===== src/rtl/gfau_pkg.sv =====
// Shared types, codes and the microcode ROM of the GF(2^8) arithmetic unit.
package gfau_pkg;

    localparam int unsigned PW = 9;                   // polynomial width
    localparam logic [PW-1:0] POLY_RESET = 9'h11B;    // x^8+x^4+x^3+x+1

    localparam logic [1:0] OP_MUL = 2'd0;
    localparam logic [1:0] OP_INV = 2'd1;
    localparam logic [1:0] OP_GCD = 2'd2;
    localparam logic [1:0] OP_DIV = 2'd3;

    typedef logic [3:0] t_pc;

    // Datapath operations
    typedef enum logic [2:0] {
        DP_NOP,
        DP_LOAD_MUL,
        DP_LOAD_INV,
        DP_LOAD_GCD,
        DP_LOAD_DIV,
        DP_MUL_STEP,
        DP_RED_STEP,
        DP_SWAP
    } t_dp_op;

    // Jump conditions
    typedef enum logic [2:0] {
        C_NEVER,
        C_ALWAYS,
        C_R1_ZERO,
        C_CAN_REDUCE,
        C_CNT_NOT_LAST
    } t_cond;

    // Result selection
    typedef enum logic [1:0] {
        RES_MUL,
        RES_INV,
        RES_GCD,
        RES_DIV
    } t_res;

    typedef struct packed {
        t_dp_op dp;
        t_cond  cond;
        t_pc    target;
        logic   done;
        t_res   res;
    } t_uword;

    // Sequencer -> datapath
    typedef struct packed {
        t_dp_op dp;
        logic   done;
        t_res   res;
    } t_ctrl;

    // Datapath -> sequencer
    typedef struct packed {
        logic r1_zero;
        logic can_reduce;
        logic cnt_last;
    } t_status;

    // Program labels
    localparam t_pc PC_MUL      = 4'd0;
    localparam t_pc PC_MUL_STEP = 4'd1;
    localparam t_pc PC_MUL_DONE = 4'd2;
    localparam t_pc PC_INV      = 4'd3;
    localparam t_pc PC_INV_TEST = 4'd4;
    localparam t_pc PC_INV_RED  = 4'd5;
    localparam t_pc PC_INV_SWAP = 4'd6;
    localparam t_pc PC_INV_DONE = 4'd7;
    localparam t_pc PC_GCD      = 4'd8;
    localparam t_pc PC_GCD_TEST = 4'd9;
    localparam t_pc PC_GCD_RED  = 4'd10;
    localparam t_pc PC_GCD_SWAP = 4'd11;
    localparam t_pc PC_GCD_DONE = 4'd12;
    localparam t_pc PC_DIV      = 4'd13;
    localparam t_pc PC_DIV_RED  = 4'd14;
    localparam t_pc PC_DIV_DONE = 4'd15;

    function automatic t_uword uw(t_dp_op dp, t_cond cond, t_pc target, logic done,
                                  t_res res);
        t_uword w;
        w.dp     = dp;
        w.cond   = cond;
        w.target = target;
        w.done   = done;
        w.res    = res;
        return w;
    endfunction

    function automatic t_pc entry_pc(logic [1:0] op);
        t_pc pc;
        unique case (op)
            OP_MUL:  pc = PC_MUL;
            OP_INV:  pc = PC_INV;
            OP_GCD:  pc = PC_GCD;
            default: pc = PC_DIV;
        endcase
        return pc;
    endfunction

    function automatic t_uword ucode_word(t_pc pc);
        t_uword w;
        unique case (pc)
            PC_MUL:      w = uw(DP_LOAD_MUL, C_NEVER,        PC_MUL,      1'b0, RES_MUL);
            PC_MUL_STEP: w = uw(DP_MUL_STEP, C_CNT_NOT_LAST, PC_MUL_STEP, 1'b0, RES_MUL);
            PC_MUL_DONE: w = uw(DP_NOP,      C_NEVER,        PC_MUL,      1'b1, RES_MUL);
            PC_INV:      w = uw(DP_LOAD_INV, C_NEVER,        PC_MUL,      1'b0, RES_INV);
            PC_INV_TEST: w = uw(DP_NOP,      C_R1_ZERO,      PC_INV_DONE, 1'b0, RES_INV);
            PC_INV_RED:  w = uw(DP_RED_STEP, C_CAN_REDUCE,   PC_INV_RED,  1'b0, RES_INV);
            PC_INV_SWAP: w = uw(DP_SWAP,     C_ALWAYS,       PC_INV_TEST, 1'b0, RES_INV);
            PC_INV_DONE: w = uw(DP_NOP,      C_NEVER,        PC_MUL,      1'b1, RES_INV);
            PC_GCD:      w = uw(DP_LOAD_GCD, C_NEVER,        PC_MUL,      1'b0, RES_GCD);
            PC_GCD_TEST: w = uw(DP_NOP,      C_R1_ZERO,      PC_GCD_DONE, 1'b0, RES_GCD);
            PC_GCD_RED:  w = uw(DP_RED_STEP, C_CAN_REDUCE,   PC_GCD_RED,  1'b0, RES_GCD);
            PC_GCD_SWAP: w = uw(DP_SWAP,     C_ALWAYS,       PC_GCD_TEST, 1'b0, RES_GCD);
            PC_GCD_DONE: w = uw(DP_NOP,      C_NEVER,        PC_MUL,      1'b1, RES_GCD);
            PC_DIV:      w = uw(DP_LOAD_DIV, C_NEVER,        PC_MUL,      1'b0, RES_DIV);
            PC_DIV_RED:  w = uw(DP_RED_STEP, C_CAN_REDUCE,   PC_DIV_RED,  1'b0, RES_DIV);
            PC_DIV_DONE: w = uw(DP_NOP,      C_NEVER,        PC_MUL,      1'b1, RES_DIV);
            default:     w = uw(DP_NOP,      C_NEVER,        PC_MUL,      1'b1, RES_MUL);
        endcase
        return w;
    endfunction

endpackage


===== src/rtl/gfau_datapath.sv =====
// Register file and step logic: xtime multiply, leading-term reduction, swap.
module gfau_datapath (
    input  logic                      i_clk,
    input  logic                      i_accept,
    input  logic [gfau_pkg::PW-1:0]   i_a,
    input  logic [gfau_pkg::PW-1:0]   i_b,
    input  logic [gfau_pkg::PW-1:0]   i_poly,
    input  gfau_pkg::t_ctrl           i_ctrl,
    output gfau_pkg::t_status         o_status,
    output logic [gfau_pkg::PW-1:0]   o_prim,
    output logic [gfau_pkg::PW-1:0]   o_rem,
    output logic                      o_err
);
    import gfau_pkg::*;

    logic [PW-1:0] r_a, r_b;
    logic [PW-1:0] r_r0, r_r1, r_t0, r_t1;
    logic [PW-1:0] n_r0, n_r1, n_t0, n_t1;
    logic [2:0]    r_cnt, n_cnt;
    logic          r_err, n_err;

    logic [3:0]    deg0, deg1, sh;
    logic          can_reduce;
    logic [PW-1:0] r1_sh, t1_sh, xt;

    // Index of highest set bit (0 for zero input; callers check zero separately)
    function automatic logic [3:0] deg9(logic [PW-1:0] p);
        logic [3:0] d;
        d = 4'd0;
        for (int i = 0; i < PW; i++) begin
            if (p[i]) begin
                d = 4'(i);
            end
        end
        return d;
    endfunction

    always_comb begin
        deg0       = deg9(r_r0);
        deg1       = deg9(r_r1);
        can_reduce = (r_r0 != '0) && (r_r1 != '0) && (deg0 >= deg1);
        sh         = deg0 - deg1;
        r1_sh      = r_r1 << sh;
        t1_sh      = r_t1 << sh;
        // xtime on the low byte, reduced by the low byte of the polynomial
        xt         = {1'b0, r_r0[6:0], 1'b0} ^ (r_r0[7] ? {1'b0, i_poly[7:0]} : '0);
    end

    always_comb begin
        n_r0  = r_r0;
        n_r1  = r_r1;
        n_t0  = r_t0;
        n_t1  = r_t1;
        n_cnt = r_cnt;
        n_err = r_err;
        unique case (i_ctrl.dp)
            DP_LOAD_MUL: begin
                n_r0  = {1'b0, r_a[7:0]};
                n_r1  = {1'b0, r_b[7:0]};
                n_t0  = '0;
                n_cnt = 3'd0;
                n_err = 1'b0;
            end
            DP_LOAD_INV: begin
                n_r0  = i_poly;
                n_r1  = {1'b0, r_a[7:0]};
                n_t0  = '0;
                n_t1  = PW'(1);
                n_err = 1'b0;
            end
            DP_LOAD_GCD: begin
                n_r0  = r_a;
                n_r1  = r_b;
                n_t0  = '0;
                n_t1  = PW'(1);
                n_err = 1'b0;
            end
            DP_LOAD_DIV: begin
                n_r0  = r_a;
                n_r1  = r_b;
                n_t0  = '0;
                n_t1  = PW'(1);
                n_err = (r_b == '0);
            end
            DP_MUL_STEP: begin
                if (r_r1[0]) begin
                    n_t0 = r_t0 ^ r_r0;
                end
                n_r0  = xt;
                n_r1  = r_r1 >> 1;
                n_cnt = r_cnt + 3'd1;
            end
            DP_RED_STEP: begin
                // cancel leading term; quotient/cofactor picks up t1 at same shift
                if (can_reduce) begin
                    n_r0 = r_r0 ^ r1_sh;
                    n_t0 = r_t0 ^ t1_sh;
                end
            end
            DP_SWAP: begin
                n_r0 = r_r1;
                n_r1 = r_r0;
                n_t0 = r_t1;
                n_t1 = r_t0;
            end
            default: ;
        endcase
    end

    always_ff @(posedge i_clk) begin
        if (i_accept) begin
            r_a <= i_a;
            r_b <= i_b;
        end
        r_r0  <= n_r0;
        r_r1  <= n_r1;
        r_t0  <= n_t0;
        r_t1  <= n_t1;
        r_cnt <= n_cnt;
        r_err <= n_err;
    end

    assign o_status.r1_zero    = (r_r1 == '0);
    assign o_status.can_reduce = can_reduce;
    assign o_status.cnt_last   = (r_cnt == 3'd7);

    always_comb begin
        o_prim = '0;
        o_rem  = '0;
        o_err  = 1'b0;
        case (i_ctrl.res)
            RES_MUL, RES_INV: o_prim = r_t0;
            RES_GCD:          o_prim = r_r0;
            default: begin
                o_err = r_err;
                if (!r_err) begin
                    o_prim = r_t0;
                    o_rem  = r_r0;
                end
            end
        endcase
    end

endmodule


===== src/rtl/gfau_sequencer.sv =====
// Microprogram sequencer: step counter, ROM fetch and conditional jumps.
module gfau_sequencer (
    input  logic              i_clk,
    input  logic              i_rst_n,
    input  logic              i_accept,
    input  logic [1:0]        i_op,
    input  logic              i_out_free,
    input  gfau_pkg::t_status i_status,
    output gfau_pkg::t_ctrl   o_ctrl,
    output logic              o_ready
);
    import gfau_pkg::*;

    logic   r_busy, n_busy;
    t_pc    r_pc, n_pc;
    t_uword w;
    logic   take;

    always_comb begin
        w = ucode_word(r_pc);
        unique case (w.cond)
            C_ALWAYS:       take = 1'b1;
            C_R1_ZERO:      take = i_status.r1_zero;
            C_CAN_REDUCE:   take = i_status.can_reduce;
            C_CNT_NOT_LAST: take = !i_status.cnt_last;
            default:        take = 1'b0;
        endcase

        n_busy      = r_busy;
        n_pc        = r_pc;
        o_ctrl.dp   = DP_NOP;
        o_ctrl.done = 1'b0;
        o_ctrl.res  = w.res;

        if (!r_busy) begin
            if (i_accept) begin
                n_busy = 1'b1;
                n_pc   = entry_pc(i_op);
            end
        end else if (w.done) begin
            // hold here until the output register can take the result
            if (i_out_free) begin
                o_ctrl.done = 1'b1;
                n_busy      = 1'b0;
            end
        end else begin
            o_ctrl.dp = w.dp;
            n_pc      = take ? w.target : r_pc + 4'd1;
        end
    end

    always_ff @(posedge i_clk) begin
        if (!i_rst_n) begin
            r_busy <= 1'b0;
            r_pc   <= PC_MUL;
        end else begin
            r_busy <= n_busy;
            r_pc   <= n_pc;
        end
    end

    assign o_ready = !r_busy;

endmodule


===== src/rtl/gf256_arithmetic_unit.sv =====
// Top level of the GF(2^8) / GF(2) polynomial arithmetic unit.
// One request at a time: operation in s_tuser, operands in s_tdata, one
// result per request on the master side (quotient/product/inverse/gcd plus
// remainder, and a divide-by-zero flag in m_tuser). A short microprogram
// drives a 4-register datapath. Divide cancels leading terms one at a time;
// gcd and inverse repeat such Euclid divisions, with a swap between them,
// until the remainder is zero. The single reduction unit clears one leading
// term per cycle. The next request is taken as soon as the result sits in
// the output register; a result that is not taken holds the sequencer on its
// final step. The reduction polynomial is to be written over the cfg channel
// only while idle; the block itself does not enforce this. It resets to
// 0x11B. Multiply reduces with its low 8 bits; inverse runs extended Euclid
// on its full 9 bits. Inverse of zero is zero; divide by zero sets the flag
// and zeroes both results.
module gf256_arithmetic_unit (
    input  logic        i_clk,
    input  logic        i_rst_n,
    // request channel
    input  logic        i_s_tvalid,
    output logic        o_s_tready,
    input  logic [23:0] i_s_tdata,   // [8:0] operand_a, [17:9] operand_b, [23:18] zero
    input  logic [1:0]  i_s_tuser,   // [1:0] operation
    // result channel
    output logic        o_m_tvalid,
    input  logic        i_m_tready,
    output logic [23:0] o_m_tdata,   // [8:0] primary_result, [17:9] remainder_result
    output logic [0:0]  o_m_tuser,   // [0] divide_error
    // configuration channel
    input  logic        i_cfg_valid,
    output logic        o_cfg_ready,
    input  logic [8:0]  i_cfg_data   // reduction_polynomial
);
    import gfau_pkg::*;

    logic          s_accept;
    logic          out_free;
    t_ctrl         ctrl;
    t_status       status;
    logic [PW-1:0] prim, rem;
    logic          err;

    logic [PW-1:0] r_poly;
    logic          r_out_valid;
    logic [PW-1:0] r_out_prim, r_out_rem;
    logic          r_out_err;

    assign s_accept    = i_s_tvalid && o_s_tready;
    assign out_free    = !r_out_valid || i_m_tready;
    assign o_cfg_ready = 1'b1;

    always_ff @(posedge i_clk) begin
        if (!i_rst_n) begin
            r_poly <= POLY_RESET;
        end else if (i_cfg_valid && o_cfg_ready) begin
            r_poly <= i_cfg_data;
        end
    end

    gfau_sequencer u_seq (
        .i_clk      (i_clk),
        .i_rst_n    (i_rst_n),
        .i_accept   (s_accept),
        .i_op       (i_s_tuser),
        .i_out_free (out_free),
        .i_status   (status),
        .o_ctrl     (ctrl),
        .o_ready    (o_s_tready)
    );

    gfau_datapath u_dp (
        .i_clk    (i_clk),
        .i_accept (s_accept),
        .i_a      (i_s_tdata[8:0]),
        .i_b      (i_s_tdata[17:9]),
        .i_poly   (r_poly),
        .i_ctrl   (ctrl),
        .o_status (status),
        .o_prim   (prim),
        .o_rem    (rem),
        .o_err    (err)
    );

    // output register decouples the result from the next request
    always_ff @(posedge i_clk) begin
        if (!i_rst_n) begin
            r_out_valid <= 1'b0;
        end else if (ctrl.done) begin
            r_out_valid <= 1'b1;
        end else if (i_m_tready) begin
            r_out_valid <= 1'b0;
        end
    end

    always_ff @(posedge i_clk) begin
        if (ctrl.done) begin
            r_out_prim <= prim;
            r_out_rem  <= rem;
            r_out_err  <= err;
        end
    end

    assign o_m_tvalid   = r_out_valid;
    assign o_m_tdata    = {6'd0, r_out_rem, r_out_prim};
    assign o_m_tuser[0] = r_out_err;

    // result only issued into a free output slot
    a_done_free: assert property (@(posedge i_clk) disable iff (!i_rst_n)
        ctrl.done |-> out_free)
        else $error("result issued while output register occupied");

    // a finished result shows up on the master side next cycle
    a_done_valid: assert property (@(posedge i_clk) disable iff (!i_rst_n)
        ctrl.done |=> o_m_tvalid)
        else $error("finished result not presented");

    // one request in flight: no second accept right after one
    a_one_inflight: assert property (@(posedge i_clk) disable iff (!i_rst_n)
        s_accept |=> !o_s_tready)
        else $error("request taken while busy");

    // divide by zero yields zero quotient and remainder
    a_div_zero: assert property (@(posedge i_clk) disable iff (!i_rst_n)
        (o_m_tvalid && o_m_tuser[0]) |-> (o_m_tdata == 24'd0))
        else $error("divide error with nonzero payload");

endmodule


===== config.mk =====
export PLATFORM = sky130hd
export DESIGN_NAME = gf256_arithmetic_unit
export DESIGN_NICKNAME = d
export VERILOG_FILES = /design/src/rtl/gfau_pkg.sv /design/src/rtl/gfau_datapath.sv /design/src/rtl/gfau_sequencer.sv /design/src/rtl/gf256_arithmetic_unit.sv
export SDC_FILE = /design/constraint.sdc
export NUM_CORES = 1
export LEC_CHECK = 0
export ABC_AREA = 1
export BUFFER_PORTS_ARGS = -buffer_cell sky130_fd_sc_hd__buf_2
export CORE_UTILIZATION = 55
export CTS_BUF_LIST = sky130_fd_sc_hd__clkbuf_16
export CTS_CLUSTER_SIZE = 30
export DETAILED_ROUTE_END_ITERATION = 10
export GPL_ROUTABILITY_DRIVEN = 1
export PLACE_DENSITY = 0.76
export SYNTH_ARGS = -nofsm -noshare
export SYNTH_HDL_FRONTEND = slang
export SYNTH_SLANG_ARGS = --single-unit

===== constraint.sdc =====
create_clock -name i_clk -period 8.5 [get_ports i_clk]
set_input_delay 1.275 -clock i_clk [delete_from_list [all_inputs] [get_ports i_clk]]
set_output_delay 1.275 -clock i_clk [all_outputs]
set_load 0.02 [all_outputs]

; Yosys cells after proc, flatten, opt, wreduce, memory -nomap -nowiden
; Memory sizes are Yosys's and may differ from the RTL's. A register that Yosys moved wholly into a read port is not among the register bits.
; Cells that the tools add are included.
[op_classes]
n_addsub = 3
mul = 0
n_div = 0
n_lt_le_gt_ge = 1
eq_ne = 19
shift = 2
n_mux = 46
bitwise_logic = 4
reduce_logical = 31
[ops]
columns = operator, count
row1 = $mux 4, 15
row2 = $pmux 9 s6, 1
row3 = $pmux 9 s5, 1
row4 = $mux 9, 4
row5 = $pmux 9 s2, 2
row6 = $pmux 9 s4, 1
row7 = $xor 9x9->9, 3
row8 = $eq 3x3->1 const B, 6
row9 = $logic_not 9->1, 2
row10 = $reduce_bool 9->1, 2
row11 = $shl 9x4->9, 2
row12 = $mux 3, 5
row13 = $eq 3x2->1 const B, 4
row14 = $pmux 4 s3, 1
row15 = $mux 1, 10
row16 = $reduce_bool 2->1, 5
row17 = $reduce_or 3->1, 3
row18 = $xor 8x9->9, 1
row19 = $mux 8, 1
row20 = $reduce_or 4->1, 2
row21 = $eq 3x1->1 const B, 2
row22 = $pmux 3 s2, 1
row23 = $reduce_bool 6->1, 1
row24 = $reduce_bool 5->1, 1
row25 = 19 further kinds, 30
[totals]
regBits = 92
latchBits = 0
ramBits = 0
rom_bits = 208
in_bits = 40
memories = 1
[mem_list]
columns = memory, depth, width, rd, rd_ports_with_merged_regs, wr, line
row1 = (name not given), 16, 13, 1, 1, 0, gfau_pkg.sv:107  ; unique case (pc)

; Logic depth before layout (Yosys ltp)
; Gate-level depths: netlist of run 1.
[logic_depth]
depth_word = 16
ltp_mapped = 22
mapped_depth_nobuf = 22

; Hierarchy
; From an unflattened synthesis of run 1, not the netlist that was laid out.
[unflattened]
cells_unflattened = 784
area_unflattened_um2 = 6341.1
[modules_own_cells]
columns = mod, instances, cells_per_inst, area_per_inst_um2, seq_area_each_um2
row1 = gfau_datapath, 1, 552, 4216.5, 1741.7
row2 = gfau_sequencer, 1, 157, 1133.6, 360.3
row3 = gf256_arithmetic_unit, 1, 75, 991.0, 770.7

; Worst setup path after synthesis of run 1
; Ideal clock, no wire load.
[synth_timing]
path_type = flip-flop to flip-flop
from = register u_dp.r_r0[1]
to = register u_dp.r_t0[0] (enable)
setup_time_ps = 336
arrival_ps = 2818
required_time_ps = 8164
path_slack_ps = 5347
stages_incl_launch_ff = 14
path_buffers = 0
period_less_slack_ps = 3153
cell_sequence = edfxtp_1 inv_1 o21ai_0 a21oi_1 o21ai_0 nand2_1 ha_1 fa_1 nand2_1 nand2_1 nand2_1 nand3_1 a21oi_1 o21a_1
[synth_between]
elab_chain_cells = 12
[synth_lines]
columns = element, line
row1 = from (decl), gfau_datapath.sv:17  ; logic [PW-1:0] r_r0, r_r1, r_t0, r_t1;
row2 = from (signal assigned), gfau_datapath.sv:115  ; r_r0 <= n_r0;
row3 = $mux 1, gfau_datapath.sv:31  ; if (p[i]) begin
row4 = $mux 4 (7 in a row), gfau_datapath.sv:31
row5 = $ge 4x4->1, gfau_datapath.sv:41  ; can_reduce = (r_r0 != '0) && (r_r1 != '0) && (deg0 >= deg1);
row6 = $logic_and 1x1->1 (*), gfau_datapath.sv:41
row7 = $ne 2x1->1 (no line) (*), -
row8 = $reduce_and 3->1 (no line) (*), -
row9 = to (signal assigned), gfau_datapath.sv:117  ; r_t0 <= n_t0;
row10 = to (decl), gfau_datapath.sv:17
; Mark *: on every way between the ends. The rest lies on a longest branch, timed or not.
; A chain may end at the register's enable or synchronous reset.

; Worst setup path after layout of run 1
[layout_timing]
from = register u_dp.r_r0[1]
to = register u_dp.r_r0[8] (data pin)
[layout_between]
elab_chain_cells = 13
[layout_lines]
columns = element, line
row1 = $mux 1, gfau_datapath.sv:31
row2 = $mux 4 (7 in a row), gfau_datapath.sv:31
row3 = $sub 4x4->4, gfau_datapath.sv:42  ; sh = deg0 - deg1;
row4 = $shl 9x4->9, gfau_datapath.sv:43  ; r1_sh = r_r1 << sh;
row5 = $xor 9x9->9, gfau_datapath.sv:96  ; n_r0 = r_r0 ^ r1_sh;
row6 = $mux 9, gfau_datapath.sv:95  ; if (can_reduce) begin
row7 = $pmux 9 s6, gfau_datapath.sv:56  ; unique case (i_ctrl.dp)
row8 = named net u_dp.n_r0[8], gfau_datapath.sv:18  ; logic [PW-1:0] n_r0, n_r1, n_t0, n_t1;
; The timed path passes the listed nets, and every way through them passes these cells. The select of a mux whose other input is x is not followed.

==> flow_summary.json, run 1 <==
{
  "max_slew_margin_pct": 29.2,
  "stdcell_count": 908,
  "worstSetupPathType": "flop to flop",
  "min-delay-start": "r_poly[8]$_SDFFE_PN1P_",
  "n_antenna_cell": 0,
  "layout-drive-gt1-share_pct": 15.9,
  "netlist_top_cells_area": "edfxtp_1, nand2_1, dfxtp_1, o21ai_0, inv_1",
  "crit_chain": "inv_1, o21ai_0, a21oi_1, o21ai_0, nand2_1, ha_1, fa_1, inv_1, nor3_1, nand2_1, o21ai_0, nand2_1, nand3_1, o2111ai_1",
  "yosys_warnings": 0,
  "r2r-start": "u_dp.r_r0[1]$_DFFE_PP_",
  "total_power_mw": 1.81,
  "cts_resized": 0,
  "drc": 0,
  "numPortBuffers": 54,
  "cts_setup_buffers": 0,
  "cts_buffers": 9,
  "post_drt_wl_per_cell_um": 16.6,
  "dpl.hpwl_mm": 11.1,
  "report.final.slew_viol_count": 0,
  "postCtsHoldBufs": 0,
  "rr_worst_depth": 14,
  "critPathMaxFanout": 20,
  "wirelength_mm": 15.1,
  "areaGrowthSynthToFinish_pct": 9.67,
  "final_antenna_net_count": 0,
  "syn_area_um2": 6000,
  "p_per_area_nw_per_um2": 275,
  "grt_overflow": 0,
  "postPlaceCellArea_um2": 6300,
  "grt_pass1_wl_mm": 24.3,
  "peakVddDrop_mv": 0.159,
  "ys_async_sr_fraction_pct": 0,
  "grtUsageTotal_pct": 28.1,
  "dp.cells": 892,
  "fin_tns_setup_ps": 0,
  "stdcell_area_um2": 6580,
  "floorplan.die.width_um": 106,
  "synth_top_area_share_pct": 38.5,
  "r2r_slack_ps": 4350,
  "clk_latency_ps": 360,
  "rsz0062_at_grt": "no",
  "drt_first_pass_iters": 6,
  "synth_edf_count": 77,
  "synth_ff_type": "edfxtp_1",
  "slowest_stage": "fa_1",
  "maxCapViolCount": 0,
  "start_util_pct": 57.4,
  "viasPerCell": 5.74,
  "crit_start": "u_dp.r_r0[1]$_DFFE_PP_",
  "grt_start_max_net_pins": 31,
  "status": "finished, final reports clean",
  "startpoint_type": "flop",
  "ys_seq_elements": 105,
  "hp-class": "flop to flop",
  "grt_pass1_vias": 4757,
  "holdPathEnd": "r_poly[8]$_SDFFE_PN1P_",
  "antenna_found_initial": 0,
  "finalCritPeriodShare_pct": 48.8,
  "die_area_um2": 11300,
  "cp-end-kind": "flop",
  "syn_avg_cell_area_um2": 8.30,
  "vias": 5213,
  "numClockSinks": 105,
  "worst_ep_required_time_ps": 8590,
  "num_rows": 37,
  "htree_levels": 3,
  "max-clock-path-buffers": 2,
  "place.gp.congestion": 0.976,
  "yosysUniqueCellTypes": 52,
  "finalNetCount": 818,
  "finalHoldViolCount": 0,
  "seq_area_frac_synth_pct": 47.9,
  "max_freq_mhz": 241,
  "skew_ps": 7.46,
  "finalSetupViolations": 0,
  "drt_iter0_drc": 416,
  "synth.largest_area_cell": "edfxtp_1",
  "cp_slowest_stage_delay_ps": 990,
  "cts_tree": "done",
  "final_common_cell": "nand2_1",
  "pin_count": 68,
  "fillers": 932,
  "crit_arrival_ps": 4240,
  "worstMarginPinSlew_ps": 1060,
  "netlist_instances": 723,
  "final_cell_mix": "nand2_1, edfxtp_1, inv_1, nor2_1, o21ai_0",
  "path_clk_slew_ps": 70,
  "cts-root-buf": "clkbuf_16",
  "fin_crit_ps": 4150,
  "leakagePower_nw": 2.75,
  "r2r_end": "u_dp.r_r0[8]$_DFFE_PP_",
  "die_height_um": 106,
  "coreArea_um2": 10500,
  "hold_depth": 2
}
==> registers in the layout, indices dropped and copies added, names as in the netlist, 3 cells and up <==
| name | flops |
|---|---|
| u_seq.r_pc | 4 |
| u_dp.r_a | 9 |
| u_dp.r_b | 9 |
| u_dp.r_r1 | 9 |
| u_dp.r_r0 | 9 |
| r_poly | 9 |
| u_dp.r_cnt | 3 |
| u_dp.r_t1 | 9 |
| u_dp.r_t0 | 9 |
| r_out_prim | 9 |
| r_out_rem | 9 |
| u_seq.w | 13 |
==> cells by family after synthesis <==
kind of cell,share of synthesized area (%)
and+or+nand+nor,23.6
muxes,0.167
DFF,47.9
xor gates and xnor gates,1.44
adders and majority gates,2.42
buffers and inverters,8.80
AOI/OAI and AO/OA,15.6
other,0.125
==> power breakdown <==
part	switching (mW)	leakage [nW]	internal, mW
Combinational	0.506	1.67	0.217
Sequential	0.0574	0.948	0.639
Clock	0.192	0.131	0.201
==> metal layers <==
layer	global-route usage, %	up-vias	share of wire [%]
met5	0	-	0
met3	4.97	38	7.6
met4	11.3	0	3.1
met1	37.3	2383	43
li1	-	2513	-
met2	45.5	279	47
==> metrics by stage <==
stage	hold WS [ps]	setup slack (ps)	utilization [%]
4_1_cts	477	4460	62.9
5_1_grt	487	4070	62.9
2_1_floorplan	429	5350	-
6_report	473	4350	62.9
3_5_place_dp	460	4480	60.2
3_3_place_gp	448	4490	60.2
==> worst max-delay path, delay by kind of cell (launching register included) <==
kind                       cells  cell delay [ps]
AOI/OAI and AO/OA              5              800
adders and majority gates      2             1240
buffers and inverters          2              540
DFF                            1              520
and+or+nand+nor                5              780
==> area by class of cell <==
class                           instances  area, µm²  share of cell area [%]
Clock buffer                            9        225                    3.42
Multi-Input combinational cell        504       2620                    39.9
Timing Repair Buffer                   56        285                    4.33
Sequential cell                       105       2870                    43.6
Tap cell                              136        170                    2.59
Inverter                               91        349                    5.30
Clock inverter                          7       56.3                   0.855
==> cell usage after synthesis, types with 9 or more instances <==
cell and instances:
inv_2 11, nand3_1 52, nor2_1 69, inv_1 76, o21ai_1 9, ha_1 10, buf_4 9, o22ai_1 24
a21oi_1 32, nand2_2 12, edfxtp_1 77, nand2_1 155, o21ai_0 61, dfxtp_1 28
==> how the worst max path moves through the flow <==
stage                                        end  cells after the start
final                     u_dp.r_r0[8]$_DFFE_PP_                     14
after global routing      u_dp.r_r0[8]$_DFFE_PP_                     14
after CTS                 u_dp.r_r0[8]$_DFFE_PP_                     14
after detailed placement  u_dp.r_r0[8]$_DFFE_PP_                     14
after global placement    u_dp.r_r0[8]$_DFFE_PP_                     14
after floorplan           u_dp.r_t0[0]$_DFFE_PP_                     13
(Power assumes the default switching activity.)
==> run 2, diff against run 1 <==
- CORE_UTILIZATION: 55 -> 53
- clock period: 8.5 -> 3.4 ns (I/O delays scaled with it)
==> run 2 against run 1 <==
Via count increased by 2.1%. First-iteration DRC count grew 7.5%. Final area up 3.3%. Non-clock buffer count increased by 22. Sequential share of layout area fell by 1.4 points. Critical endpoint unchanged. Total power rose to 2.6 times the previous value. Critical path depth decreased by 2. Combinational power rose to 2.8 times the previous value. Clock skew down 1.5 ps. Routed wire length increased by 4.8%. Fmax up 29%.
==> flow_summary.json, run 2 (same netlist as run 1, synthesis figures left out) <==
{
  "layout-drive-gt1-share_pct": 18.9,
  "wirelength_mm": 15.8,
  "final_cell_mix": "nand2_1, edfxtp_1, inv_1, nor2_1, buf_2",
  "post_drt_wl_per_cell_um": 16.9,
  "max_freq_mhz": 310,
  "max-clock-path-buffers": 2,
  "htree_levels": 3,
  "grtUsageTotal_pct": 28.4,
  "drt_iter0_drc": 447,
  "pin_count": 68,
  "start_util_pct": 54.9,
  "cts_buffers": 9,
  "viasPerCell": 5.70,
  "p_per_area_nw_per_um2": 702,
  "coreArea_um2": 10900,
  "areaGrowthSynthToFinish_pct": 13.3,
  "worstSetupPathType": "flop to flop",
  "cp_slowest_stage_delay_ps": 660,
  "critPathMaxFanout": 13,
  "peakVddDrop_mv": 0.332,
  "max_slew_margin_pct": 29.2,
  "status": "finished, final reports clean",
  "path_buf_inv": 3,
  "largest_register_ff_count": 13,
  "slowest_stage": "fa_2",
  "num_rows": 38,
  "rsz0062_at_grt": "yes",
  "report.final.slew_viol_count": 0,
  "grt_start_max_net_pins": 30,
  "crit_chain": "inv_1, nand2_1, o21ai_1, inv_1, fa_2, clkinvlp_4, nor3_1, nand2_1, o21ai_0, nand2_1, nand3_1, o2111ai_1",
  "maxCapViolCount": 0,
  "worst_ep_required_time_ps": 3480,
  "vias": 5324,
  "numPortBuffers": 54,
  "startpoint_type": "flop",
  "numClockSinks": 105,
  "drt_first_pass_iters": 5,
  "n_antenna_cell": 0,
  "die_area_um2": 11800,
  "fin_util_pct": 62.2,
  "final_common_cell": "nand2_1",
  "grt_pass1_vias": 5013,
  "cp-end-kind": "flop",
  "grt_pass1_wl_mm": 25.0,
  "stdcell_area_um2": 6800,
  "leakagePower_nw": 2.87,
  "cpLargestDelayFamily": "simple AND/OR/NAND/NOR gates",
  "skew_ps": 5.97,
  "final_antenna_net_count": 0,
  "finalNetCount": 840,
  "crit_arrival_ps": 3310,
  "cts-root-buf": "clkbuf_16",
  "drc": 0,
  "die_height_um": 108,
  "postPlaceCellArea_um2": 6460,
  "cts_tree": "done",
  "antenna_found_initial": 0,
  "clk_latency_ps": 350,
  "path_clk_slew_ps": 70,
  "grt_overflow": 0,
  "crit_top_cell": "nand2_1",
  "dpl.hpwl_mm": 11.7,
  "finalCritPeriodShare_pct": 94.9,
  "floorplan.die.width_um": 108,
  "place.gp.congestion": 0.987,
  "finalSetupViolations": 0,
  "hp-class": "primary input to flop",
  "worstMarginPinSlew_ps": 1060,
  "finalHoldViolCount": 0,
  "fin_crit_ps": 3230
}
## run 2: cell types whose count changed in the layout (fill, tap and decap cells not counted), moves of 2 or more
cell      previous run  this run
clkinv_4             4         2
inv_1               76        74
inv_2               11        13
o21ai_0             61        53
buf_4                2        23
o21ai_1              9        17
## run 2: power breakdown
| group | internal, mW | total [mW] | switching, mW |
|---|---|---|---|
| Sequential | 1.60 | 1.72 | 0.121 |
| Clock | 0.563 | 1.01 | 0.449 |
| Combinational | 0.689 | 2.04 | 1.35 |
## run 2: final timing paths
kind                          start                     end  slack, ps  cells past startpoint
max          u_dp.r_r1[6]$_DFFE_PP_  u_dp.r_r0[8]$_DFFE_PP_        170                     12
min                    i_s_tdata[8]   u_dp.r_a[8]$_DFFE_PP_        330                      1
max reg2reg  u_dp.r_r1[6]$_DFFE_PP_  u_dp.r_r0[8]$_DFFE_PP_        170                     12
min reg2reg  r_poly[8]$_SDFFE_PN1P_  r_poly[8]$_SDFFE_PN1P_        480                      2
## run 2: what timing repair did
item,in CTS,in global routing
endpoints found under the setup margin,1,18
resized for setup,1,15
endpoints found under the hold margin,0,0
buffers inserted,0,1
hold buffers,0,0
pin swaps,0,1
gates cloned,0,0
## run 2: per-layer routing
metal	part of all wire [%]	vias to the layer above	GRT usage [%]
met5	0	-	0
met4	2.0	0	10.4
met3	8.0	29	4.82
met2	49	253	47.2
met1	41	2481	37.0
li1	-	2561	-
## run 2: cell type report
type,count,area (µm²)
fill,974,4140
multi-input combinational,504,2650
sequential,105,2870
clock buffer,9,225
clock inverter,7,62.6
timing repair buffer,78,463
tap,140,175
inverter,91,353
## run 2: per-stage QoR
stage	std cells	setup TNS (ps)	power (mW)	hold WS, ps	worst slack, ps
finish	934	0	4.77	328	174
global route	934	-39.1	5.06	325	-23.5
floorplan	728	0	3.11	429	247
CTS	933	0	4.67	323	71.0
global placement	917	0	3.60	460	121
detailed placement	917	0	3.65	474	36.4
